===== config.mk =====
export PLATFORM = sky130hd
export DESIGN_NAME = dual_quadrature_odometry
export DESIGN_NICKNAME = d
export VERILOG_FILES = /design/src/rtl/dqo_pkg.sv /design/src/rtl/dual_quadrature_odometry.sv /design/src/rtl/dqo_wheel.sv /design/src/rtl/dqo_window.sv
export SDC_FILE = /design/constraint.sdc
export NUM_CORES = 1
export LEC_CHECK = 0
export ABC_AREA = 1
export BUFFER_PORTS_ARGS = -buffer_cell sky130_fd_sc_hd__buf_4
export CAP_MARGIN = 30
export CORE_ASPECT_RATIO = 2
export CORE_MARGIN = 5
export CORE_UTILIZATION = 51
export CTS_CLUSTER_SIZE = 30
export DETAILED_ROUTE_END_ITERATION = 16
export PLACE_DENSITY = 0.69
export REMOVE_ABC_BUFFERS = 1
export SYNTH_ARGS = -nofsm -noshare
export SYNTH_HDL_FRONTEND = slang
export SYNTH_HIERARCHICAL = 1
export SYNTH_SLANG_ARGS = --single-unit

===== constraint.sdc =====
create_clock -name aclk -period 14.3 [get_ports aclk]
set_input_delay 0.715 -clock aclk [delete_from_list [all_inputs] [get_ports aclk]]
set_output_delay 0.715 -clock aclk [all_outputs]
set_load 0.05 [all_outputs]

===== src/rtl/dqo_pkg.sv =====
// Shared types, constants and transition tables for the dual quadrature odometry block.
package dqo_pkg;

    localparam int COUNT_WIDTH_DEF = 32;

    // Stream and configuration widths
    localparam int S_DATA_W   = 16;
    localparam int M_DATA_W   = 136;
    localparam int CFG_IDX_W  = 3;
    localparam int CFG_DATA_W = 16;

    // Register indexes on the configuration channel
    localparam logic [CFG_IDX_W-1:0] CFG_FULL_EDGE_MODE    = 3'd0;
    localparam logic [CFG_IDX_W-1:0] CFG_WINDOW_TICKS      = 3'd1;
    localparam logic [CFG_IDX_W-1:0] CFG_STOP_SPEED        = 3'd2;
    localparam logic [CFG_IDX_W-1:0] CFG_BATTERY_WINDOWS   = 3'd3;
    localparam logic [CFG_IDX_W-1:0] CFG_BATTERY_LOW_CODE  = 3'd4;
    localparam logic [CFG_IDX_W-1:0] CFG_BATTERY_HIGH_CODE = 3'd5;

    // Register values after reset
    localparam logic        RST_FULL_EDGE_MODE    = 1'b1;
    localparam logic [15:0] RST_WINDOW_TICKS      = 16'd100;
    localparam logic [15:0] RST_STOP_SPEED        = 16'd40;
    localparam logic [7:0]  RST_BATTERY_WINDOWS   = 8'd10;
    localparam logic [9:0]  RST_BATTERY_LOW_CODE  = 10'd316;
    localparam logic [9:0]  RST_BATTERY_HIGH_CODE = 10'd643;

    typedef struct packed {
        logic        full_edge_mode;
        logic [15:0] window_ticks;
        logic [15:0] stop_speed;
        logic [7:0]  battery_windows;
        logic [9:0]  battery_low_code;
        logic [9:0]  battery_high_code;
    } cfg_t;

    // Full-edge transition table, index = {prev_a, prev_b, cur_a, cur_b}
    function automatic logic signed [1:0] x4_delta(input logic [3:0] idx);
        logic signed [1:0] d;
        case (idx)
            4'd1, 4'd7, 4'd8, 4'd14: d = -2'sd1;
            4'd2, 4'd4, 4'd11, 4'd13: d = 2'sd1;
            default:                  d = 2'sd0;
        endcase
        return d;
    endfunction

    // A-edge transition table
    function automatic logic signed [1:0] x2_delta(input logic [3:0] idx);
        logic signed [1:0] d;
        case (idx)
            4'd3, 4'd12: d = -2'sd1;
            4'd6, 4'd9:  d = 2'sd1;
            default:     d = 2'sd0;
        endcase
        return d;
    endfunction

endpackage


===== src/rtl/dual_quadrature_odometry.sv =====
// Top level of the dual quadrature odometry block: ports, config, word registers.
//
//  channel  dir  handshake            payload
//  s_       in   s_tvalid/s_tready    s_tdata: pin sample, tick, battery code, resume
//  m_       out  m_tvalid/m_tready    m_tdata: counts, speed, target, flags; m_tlast
//  cfg_     in   cfg_valid/cfg_ready  cfg_index, cfg_data
//
// One word per cycle sustained while m_tready stays high; a result word passes the input
// register, one pass of decode/window logic and the result register before it is valid on m_.
// aresetn clears counts, window state and flags and loads the register defaults.
// While m_tready is low the result register holds and the input register takes
// one more word; s_tready then drops until the result is taken.
module dual_quadrature_odometry #(
    parameter int COUNT_WIDTH = dqo_pkg::COUNT_WIDTH_DEF
) (
    input  logic                           aclk,
    input  logic                           aresetn,
    input  logic                           s_tvalid,
    output logic                           s_tready,
    // left_a, left_b, right_a, right_b, ms_tick, battery_code[9:0], resume
    input  logic [dqo_pkg::S_DATA_W-1:0]   s_tdata,
    output logic                           m_tvalid,
    input  logic                           m_tready,
    // left_count[31:0], right_count[31:0], speed[31:0], target_position[31:0],
    // stopped_flag, buzzer_on, zero fill
    output logic [dqo_pkg::M_DATA_W-1:0]   m_tdata,
    output logic                           m_tlast,
    input  logic                           cfg_valid,
    output logic                           cfg_ready,
    input  logic [dqo_pkg::CFG_IDX_W-1:0]  cfg_index,
    input  logic [dqo_pkg::CFG_DATA_W-1:0] cfg_data
);
    import dqo_pkg::*;

    cfg_t                cfg_reg;
    logic                in_valid_reg;
    logic [S_DATA_W-1:0] in_data_reg;
    logic                out_valid_reg;
    logic [M_DATA_W-1:0] out_data_reg;
    logic                out_last_reg;
    logic                fire;

    logic [31:0] left_count, right_count, speed, target_position;
    logic        stopped_flag, buzzer_on, window_done;

    assign cfg_ready = 1'b1;

    always_ff @(posedge aclk) begin
        if (!aresetn) begin
            cfg_reg.full_edge_mode    <= RST_FULL_EDGE_MODE;
            cfg_reg.window_ticks      <= RST_WINDOW_TICKS;
            cfg_reg.stop_speed        <= RST_STOP_SPEED;
            cfg_reg.battery_windows   <= RST_BATTERY_WINDOWS;
            cfg_reg.battery_low_code  <= RST_BATTERY_LOW_CODE;
            cfg_reg.battery_high_code <= RST_BATTERY_HIGH_CODE;
        end else if (cfg_valid && cfg_ready) begin
            case (cfg_index)
                CFG_FULL_EDGE_MODE:    cfg_reg.full_edge_mode    <= cfg_data[0];
                CFG_WINDOW_TICKS:      cfg_reg.window_ticks      <= cfg_data;
                CFG_STOP_SPEED:        cfg_reg.stop_speed        <= cfg_data;
                CFG_BATTERY_WINDOWS:   cfg_reg.battery_windows   <= cfg_data[7:0];
                CFG_BATTERY_LOW_CODE:  cfg_reg.battery_low_code  <= cfg_data[9:0];
                CFG_BATTERY_HIGH_CODE: cfg_reg.battery_high_code <= cfg_data[9:0];
                default: ;
            endcase
        end
    end

    // advance a word when the result register is free or being emptied
    assign fire     = in_valid_reg && (!out_valid_reg || m_tready);
    assign s_tready = !in_valid_reg || fire;

    always_ff @(posedge aclk) begin
        if (!aresetn) begin
            in_valid_reg <= 1'b0;
        end else if (s_tready) begin
            in_valid_reg <= s_tvalid;
        end
    end

    always_ff @(posedge aclk) begin
        if (s_tvalid && s_tready) begin
            in_data_reg <= s_tdata;
        end
    end

    dqo_wheel #(.COUNT_WIDTH(COUNT_WIDTH)) u_left (
        .aclk           (aclk),
        .aresetn        (aresetn),
        .en             (fire),
        .full_edge_mode (cfg_reg.full_edge_mode),
        .pin_a          (in_data_reg[0]),
        .pin_b          (in_data_reg[1]),
        .count_next     (left_count)
    );

    dqo_wheel #(.COUNT_WIDTH(COUNT_WIDTH)) u_right (
        .aclk           (aclk),
        .aresetn        (aresetn),
        .en             (fire),
        .full_edge_mode (cfg_reg.full_edge_mode),
        .pin_a          (in_data_reg[2]),
        .pin_b          (in_data_reg[3]),
        .count_next     (right_count)
    );

    dqo_window u_window (
        .aclk            (aclk),
        .aresetn         (aresetn),
        .en              (fire),
        .cfg             (cfg_reg),
        .ms_tick         (in_data_reg[4]),
        .battery_code    (in_data_reg[14:5]),
        .resume          (in_data_reg[15]),
        .left_count      (left_count),
        .right_count     (right_count),
        .speed           (speed),
        .target_position (target_position),
        .stopped_flag    (stopped_flag),
        .buzzer_on       (buzzer_on),
        .window_done     (window_done)
    );

    always_ff @(posedge aclk) begin
        if (!aresetn) begin
            out_valid_reg <= 1'b0;
        end else if (fire) begin
            out_valid_reg <= 1'b1;
        end else if (m_tready) begin
            out_valid_reg <= 1'b0;
        end
    end

    always_ff @(posedge aclk) begin
        if (fire) begin
            out_data_reg <= {6'd0, buzzer_on, stopped_flag, target_position, speed,
                             right_count, left_count};
            out_last_reg <= window_done;
        end
    end

    assign m_tvalid = out_valid_reg;
    assign m_tdata  = out_data_reg;
    assign m_tlast  = out_last_reg;

    a_no_overwrite: assert property (@(posedge aclk) disable iff (!aresetn)
        out_valid_reg && !m_tready |-> !fire)
        else $error("result register overwritten while stalled");

endmodule


===== src/rtl/dqo_wheel.sv =====
// One wheel: quadrature transition decode and wrapping edge counter.
module dqo_wheel #(
    parameter int COUNT_WIDTH = dqo_pkg::COUNT_WIDTH_DEF
) (
    input  logic        aclk,
    input  logic        aresetn,
    input  logic        en,
    input  logic        full_edge_mode,
    input  logic        pin_a,
    input  logic        pin_b,
    output logic [31:0] count_next
);
    import dqo_pkg::*;

    logic [1:0]             prev_reg;
    logic [1:0]             prev_next;
    logic [COUNT_WIDTH-1:0] total_reg;
    logic [COUNT_WIDTH-1:0] total_next;
    logic [3:0]             idx;
    logic signed [1:0]      delta;
    logic                   step;

    assign idx = {prev_reg, pin_a, pin_b};

    always_comb begin
        if (full_edge_mode) begin
            step  = 1'b1;
            delta = x4_delta(idx);
        end else begin
            // count only when A changed level
            step  = (prev_reg[1] != pin_a);
            delta = x2_delta(idx);
        end
        if (step) begin
            total_next = total_reg + {{(COUNT_WIDTH-2){delta[1]}}, delta};
            prev_next  = {pin_a, pin_b};
        end else begin
            total_next = total_reg;
            prev_next  = prev_reg;
        end
    end

    generate
        if (COUNT_WIDTH >= 32) begin : g_trunc
            assign count_next = total_next[31:0];
        end else begin : g_sext
            assign count_next = {{(32-COUNT_WIDTH){total_next[COUNT_WIDTH-1]}}, total_next};
        end
    endgenerate

    always_ff @(posedge aclk) begin
        if (!aresetn) begin
            prev_reg  <= '0;
            total_reg <= '0;
        end else if (en) begin
            prev_reg  <= prev_next;
            total_reg <= total_next;
        end
    end

    a_hold_idle: assert property (@(posedge aclk) disable iff (!aresetn)
        $past(aresetn) && !$past(en) |-> $stable(total_reg) && $stable(prev_reg))
        else $error("wheel count moved without an accepted word");

endmodule


===== src/rtl/dqo_window.sv =====
// Velocity window, stop latch and battery check.
module dqo_window (
    input  logic          aclk,
    input  logic          aresetn,
    input  logic          en,
    input  dqo_pkg::cfg_t cfg,
    input  logic          ms_tick,
    input  logic [9:0]    battery_code,
    input  logic          resume,
    input  logic [31:0]   left_count,
    input  logic [31:0]   right_count,
    output logic [31:0]   speed,
    output logic [31:0]   target_position,
    output logic          stopped_flag,
    output logic          buzzer_on,
    output logic          window_done
);
    import dqo_pkg::*;

    logic [15:0] tick_count_reg, tick_count_next;
    logic [7:0]  window_count_reg, window_count_next;
    logic [31:0] last_sum_reg, last_sum_next;
    logic [31:0] speed_reg, speed_next;
    logic [31:0] target_reg, target_next;
    logic        stop_reg, stop_next;
    logic        buzzer_reg, buzzer_next;

    logic [16:0] tick_inc;
    logic [8:0]  win_inc;
    logic        close;
    logic        batt_check;
    logic [31:0] sum;
    logic [31:0] speed_new;
    logic [31:0] mag;
    logic        stop_cleared;
    logic        latch;
    logic        in_window;

    always_comb begin
        tick_inc     = {1'b0, tick_count_reg} + 17'd1;
        close        = ms_tick && (tick_inc >= {1'b0, cfg.window_ticks});
        win_inc      = {1'b0, window_count_reg} + 9'd1;
        batt_check   = close && (win_inc >= {1'b0, cfg.battery_windows});
        sum          = left_count + right_count;
        speed_new    = sum - last_sum_reg;
        mag          = speed_new[31] ? (32'd0 - speed_new) : speed_new;
        stop_cleared = resume ? 1'b0 : stop_reg;
        latch        = close && (mag <= {16'd0, cfg.stop_speed}) && !stop_cleared;
        in_window    = (battery_code >= cfg.battery_low_code) &&
                       (battery_code <= cfg.battery_high_code);

        if (!ms_tick) begin
            tick_count_next = tick_count_reg;
        end else if (close) begin
            tick_count_next = '0;
        end else begin
            tick_count_next = tick_inc[15:0];
        end

        if (!close) begin
            window_count_next = window_count_reg;
        end else if (batt_check) begin
            window_count_next = '0;
        end else begin
            window_count_next = win_inc[7:0];
        end

        last_sum_next = close ? sum : last_sum_reg;
        speed_next    = close ? speed_new : speed_reg;
        target_next   = latch ? sum : target_reg;
        stop_next     = latch ? 1'b1 : stop_cleared;
        buzzer_next   = batt_check ? in_window : buzzer_reg;
    end

    assign speed           = speed_next;
    assign target_position = target_next;
    assign stopped_flag    = stop_next;
    assign buzzer_on       = buzzer_next;
    assign window_done     = close;

    always_ff @(posedge aclk) begin
        if (!aresetn) begin
            tick_count_reg   <= '0;
            window_count_reg <= '0;
            last_sum_reg     <= '0;
            speed_reg        <= '0;
            target_reg       <= '0;
            stop_reg         <= 1'b0;
            buzzer_reg       <= 1'b0;
        end else if (en) begin
            tick_count_reg   <= tick_count_next;
            window_count_reg <= window_count_next;
            last_sum_reg     <= last_sum_next;
            speed_reg        <= speed_next;
            target_reg       <= target_next;
            stop_reg         <= stop_next;
            buzzer_reg       <= buzzer_next;
        end
    end

    a_tick_wrap: assert property (@(posedge aclk) disable iff (!aresetn)
        en && close |=> tick_count_reg == '0)
        else $error("tick counter not cleared at window close");

    a_stop_at_close: assert property (@(posedge aclk) disable iff (!aresetn)
        $past(aresetn) && $rose(stop_reg) |-> $past(en && close))
        else $error("stop latch set outside a window close");

    // resume and a new latch in one word keep stop_reg high while the target moves
    a_target_with_stop: assert property (@(posedge aclk) disable iff (!aresetn)
        $past(aresetn) && !$stable(target_reg) |-> $past(en && latch))
        else $error("target moved without a stop latch");

    a_buzzer_at_check: assert property (@(posedge aclk) disable iff (!aresetn)
        $past(aresetn) && !$stable(buzzer_reg) |-> $past(en && batt_check))
        else $error("buzzer changed outside a battery check");

endmodule


==> run metrics, run 1 <==
Global Route Usage Sum 0.284; post-synth top area share 0.178; Crit Path Category flop to flop; layout cell share with drive strength beyond 1 0.0973; status finished, final reports clean; max-slew violations 0; Gates resized, CTS repair 0; Yosys warning total 6; number of nets in the layout approximately 4,600; Synth area leader dfxtp_1; Mapped Area between 20,000 and 30,000 µm²; Post-synth ARST share 0; GRT overflow 0; Num CTS Buffers between 40 and 50; Routed WL 87,600 µm; largest net degree at the start of global routing ~140; Final Hold Fails 0; CTS root buffer clkbuf_16; GR Util met3 0.0346; most common cell after layout, fill and taps aside nand2_1; Largest register FFs 130; RSZ-0062 raised after global routing false; DIE WIDTH about 180 µm; number of port buffers roughly 170; core box area ~55,000 µm²; fin cells 5,156; arrival time at the worst endpoint approximately 12,000 ps; fillers 5,549; Final Skew about 26 ps; final design utilization 0.574; CTS tree built; Final min period around 11,000 ps; Placer Congestion 0.980; first-pass GRT wire length ~140,000 µm; DRC viols 0; final setup fails 0; Placed Area between 30,000 and 40,000 µm²; commonest cells after routing, fill and taps aside 1,225 x nand2_1, 723 x inv_1, 430 x nor2_1; synth top area cells dfxtp_1 18%, nand2_1 16%, edfxtp_1 16%, inv_1 9.6%, ha_1 8.8%; placed insts a little over 5,000; Area Overhead vs Synth 11.8%; Max FO, Critical Path 35; drt first-iter violations between 1,000 and 1,500; die area 60,700 µm²; Max stage delay cell, worst path o21ai_0; fin crit share 0.800; FF+latch count, synth 400; CP dominant cell by count nand2_1; vias in the first global route 26,175; clock-pin transition on the worst setup and hold timing paths around 70 ps; Worst-Skew Late Latency ~590 ps; Avg Inst Size Synth ~6.7 µm²; IR drop worst, VDD 0.000140 V; PD cells roughly 240 nW/µm²; ys flop type dfxtp_1; DR pass1 iterations 8; Top Family by Delay on Critical Path simple AND/OR/NAND/NOR gates; Fmax approximately 90 MHz; initial core utilization 0.514; clk sinks 400; sequential element share of the synthesized area 0.334; Leak Pwr 0.0164 µW; Avg Vias per Cell about 5.2; M2 GR Usage 0.543; EDFF count, synth between 100 and 150; initial antenna violation count 1; gr busiest metal met2; count of cell types in the netlist 56; Post-Layout Inst Area between 30,000 and 40,000 µm²; WL/cell between 15 and 20 µm; CP Data Required Time 14,630 ps; IO Pins 180; CP Launch Type flop; hold bufs inserted after CTS 0; setup repair bufs after CTS 0; WP buf/inv 6; Max-Cap Viols 0; Max Buffers Root-to-Sink 3; Max stage delay on crit path about 650 ps; Slew headroom 0.244; M1 GR Usage 0.273; Worst-Margin Slew approximately 1100 ps; DP HPWL approximately 70,000 µm; CTS H-tree depth 2; antenna-violating nets left 0; HP Class input pin to flop; DR vias ~27,000; Post-Synthesis Cells 4,250; Setup crit end kind flop; Std-Cell Rows 122; Chip Height between 300 and 400 µm
-- metrics by stage --
| step | setup WS [ps] | total power, µW | setup TNS, ps | hold WS (ps) |
|---|---|---|---|---|
| finish | 2870 | 7520 | 0 | 306 |
| global route | 1980 | 8240 | 0 | 285 |
| CTS | 2980 | 7520 | 0 | 280 |
| detailed placement | 3070 | 6320 | 0 | 452 |
| global placement | 2890 | 6280 | 0 | 443 |
| floorplan | -1440 | 5020 | -67390 | 429 |
-- Yosys cell counts, drive strengths merged (9+ instances only) --
| master | n |
|---|---|
| a21oi | 221 |
| buf | 62 |
| nand3b | 9 |
| nor3 | 30 |
| xnor2 | 25 |
| xor2 | 70 |
| ha | 199 |
| nand4 | 63 |
| clkbuf | 49 |
| edfxtp | 147 |
| dfxtp | 253 |
| inv | 748 |
| nor2 | 461 |
| o21ai | 177 |
| nand3 | 324 |
| a21o | 9 |
| a31oi | 14 |
| nand2 | 1310 |
| a211oi | 28 |
-- power breakdown --
group / leakage [µW] / switching (µW) / internal (µW) / total [µW]
Clock: 0.000722 / 488 / 694 / 1180
Combinational: 0.0122 / 3470 / 1550 / 5020
Sequential: 0.00347 / 42.1 / 1280 / 1320
-- path summary, 6_finish.rpt --
check | cells after the start | slack, ps | to | startpoint
max | 51 | 2870 | m_tdata[126] | in_data_reg[2]
min | 1 | 310 | in_data_reg[7] | s_tdata[7]
max reg2reg | 51 | 2870 | m_tdata[126] | in_data_reg[2]
min reg2reg | 2 | 460 | u_window/last_sum_reg[17] | u_window/last_sum_reg[17]
-- layout make-up --
cell class | count | area (µm²) | share of cell area
clock buffers | 52 | 1120 | 0.0354
repair buffers | 192 | 1490 | 0.0470
flip-flops and latches | 400 | 9480 | 0.299
inverters | 754 | 2830 | 0.0892
diodes | 1 | 2.50 | 0.0000789
multi-input cells | 2989 | 15500 | 0.489
well taps | 744 | 931 | 0.0293
clock inverters | 24 | 364 | 0.0115
-- metal layers --
layer | part of all wire | vias to the layer above
li1 | - | 13664
met1 | 0.34 | 12162
met2 | 0.53 | 668
met3 | 0.042 | 281
met4 | 0.089 | 0
met5 | 0 | -
-- cells by family after synthesis --
group	count (synthesis)	synth area share
AOI/OAI and AO/OA	474	0.0903
xor gates and xnor gates	95	0.0296
adders and majority gates	203	0.0906
buffers and inverters	866	0.121
DFF	400	0.334
other	2	0.000265
and+or+nand+nor	2210	0.334
No activity file was read; power rests on OpenSTA's default activity.
==> inputs of run 2 (changes only) <==
PLACE_DENSITY = 0.72   (was 0.69)
clock period = 9.7 ns   (was 14.3 ns; I/O delays follow)
==> run metrics, run 2 (synthesized netlist as in run 1, its figures left out) <==
Area Overhead vs Synth 13.5%; internal power ~5300 µW; Fmax between 100 and 150 MHz; WL/cell about 17 µm; Largest register FFs 130; # diodes 0; commonest cells after routing, fill and taps aside 1,222 x nand2_1, 719 x inv_1, 429 x nor2_1; arrival time at the worst endpoint roughly 9600 ps; Global Route Usage Sum 0.282; Worst-Margin Slew 1090 ps; Final Skew ~32 ps; number of nets in the layout between 4,000 and 5,000; drt first-iter violations approximately 1,500; clock network power share 0.143; Max stage delay on crit path 430 ps; IR drop worst, VDD about 0.00028 V; clk sinks 400; CP Launch Type flop; Setup WS pre-CTS about 280 ps; CP Data Required Time a little over 10,000 ps; DIE WIDTH approximately 180 µm; DR vias 27,324; core box area about 55,000 µm²; HP Class input pin to flop; Final Hold Fails 0; IO Pins between 150 and 200; fin crit share 0.933; DP HPWL 69,100 µm; placed insts approximately 5,100; vias in the first global route 26,276; Sw Share 0.535; number of port buffers about 170; Num CTS Buffers 40; GRT overflow 0; Max Buffers Root-to-Sink 3; max-slew violations 0; NetSw between 6000 and 7000 µW; DRC viols 0; antenna-violating nets left 0; Max stage delay cell, worst path edfxtp_1; Avg Vias per Cell approximately 5.3; Top Family by Delay on Critical Path simple AND/OR/NAND/NOR gates; final worst slack around 650 ps; PD cells roughly 360 nW/µm²; Comb pwr share 0.688; largest net degree at the start of global routing 78; DR pass1 iterations 6; CP dominant cell by count nand2_1; Slew headroom 0.275; Worst-Skew Late Latency ~580 ps; Final min period 9050 ps; WP buf/inv 11; CTS tree built; Setup crit end kind flop; clock-pin transition on the worst setup and hold timing paths 70 ps; first-pass GRT wire length ~140,000 µm; Chip Height around 340 µm; fin cells about 5,200; sequential power share 0.169; die area between 60,000 and 70,000 µm²; layout cell share with drive strength beyond 1 0.117; Crit Path Category flop to flop; CTS H-tree depth 2; status finished, final reports clean; Max-Cap Viols 0; initial antenna violation count 1; Std-Cell Rows ~120; initial core utilization 0.514; most common cell after layout, fill and taps aside nand2_1; Max FO, Critical Path 33; Leak Pwr around 0.017 µW; Placer Congestion 1.06; Routed WL 88,500 µm; final setup fails 0; CTS root buffer clkbuf_16
## run 2: cell types whose count changed in the layout (fill, tap and decap cells not counted), moves of 6 or more
cell	before	now
o21ai_0	165	143
ha_1	199	193
ha_2	0	6
buf_4	188	232
o21ai_2	0	13
o21ai_1	12	21
## run 2: final timing paths
check,end,depth (start not counted),slack (ps),start
worst max-delay path,u_window/target_reg[17],57,650,in_data_reg[2]
worst min-delay path,in_data_reg[9],1,80,s_tdata[9]
worst max register to register,u_window/target_reg[17],57,650,in_data_reg[2]
worst min register to register,cfg_reg[21],2,460,cfg_reg[21]
## run 2: per-stage QoR
stage / TNS (ps) / cell area (µm²) / total power, µW / utilization / hold WS (ps)
final: 0 / 32200 / 11500 / 0.583 / 81.1
after global routing: -314 / 32200 / 12500 / 0.583 / 68.1
after CTS: 0 / 31900 / 11200 / 0.577 / 53.3
after detailed placement: 0 / 30500 / 9540 / 0.552 / 448
after global placement: 0 / 30500 / 9450 / 0.551 / 446
after floorplan: -778520 / 27800 / 7400 / - / 429
## run 2: area by class of cell
class / instances / area [µm²]
clock buffers: 57 / 1150
well taps: 744 / 931
inverters: 754 / 2840
flip-flops and latches: 400 / 9480
multi-input cells: 2989 / 15700
repair inverters: 1 / 5.00
clock inverters: 17 / 209
fillers: 5441 / 23000
repair buffers: 240 / 1910
## run 2: timing repair
item | in CTS | in global routing
setup endpoints to repair | 0 | 66
hold buffers | 0 | 0
resized for setup | 0 | 72
setup buffers | 0 | 12
## run 2: power by group through the flow
| stage | clock, µW | combinational, µW | sequential (µW) |
|---|---|---|---|
| 2_1_floorplan | 0 | 5270 | 2140 |
| 4_1_cts | 1670 | 7600 | 1940 |
| 3_5_place_dp | 0 | 7570 | 1980 |
| 6_report | 1630 | 7880 | 1940 |
| 3_3_place_gp | 0 | 7470 | 1980 |
| 5_1_grt | 1730 | 8820 | 1950 |
## run 2: metal layers
metal | GRT usage | wire (µm)
met5 | 0 | 0
met4 | 0.221 | 8570
met1 | 0.272 | 30000
met2 | 0.529 | 45800
met3 | 0.0360 | 4110
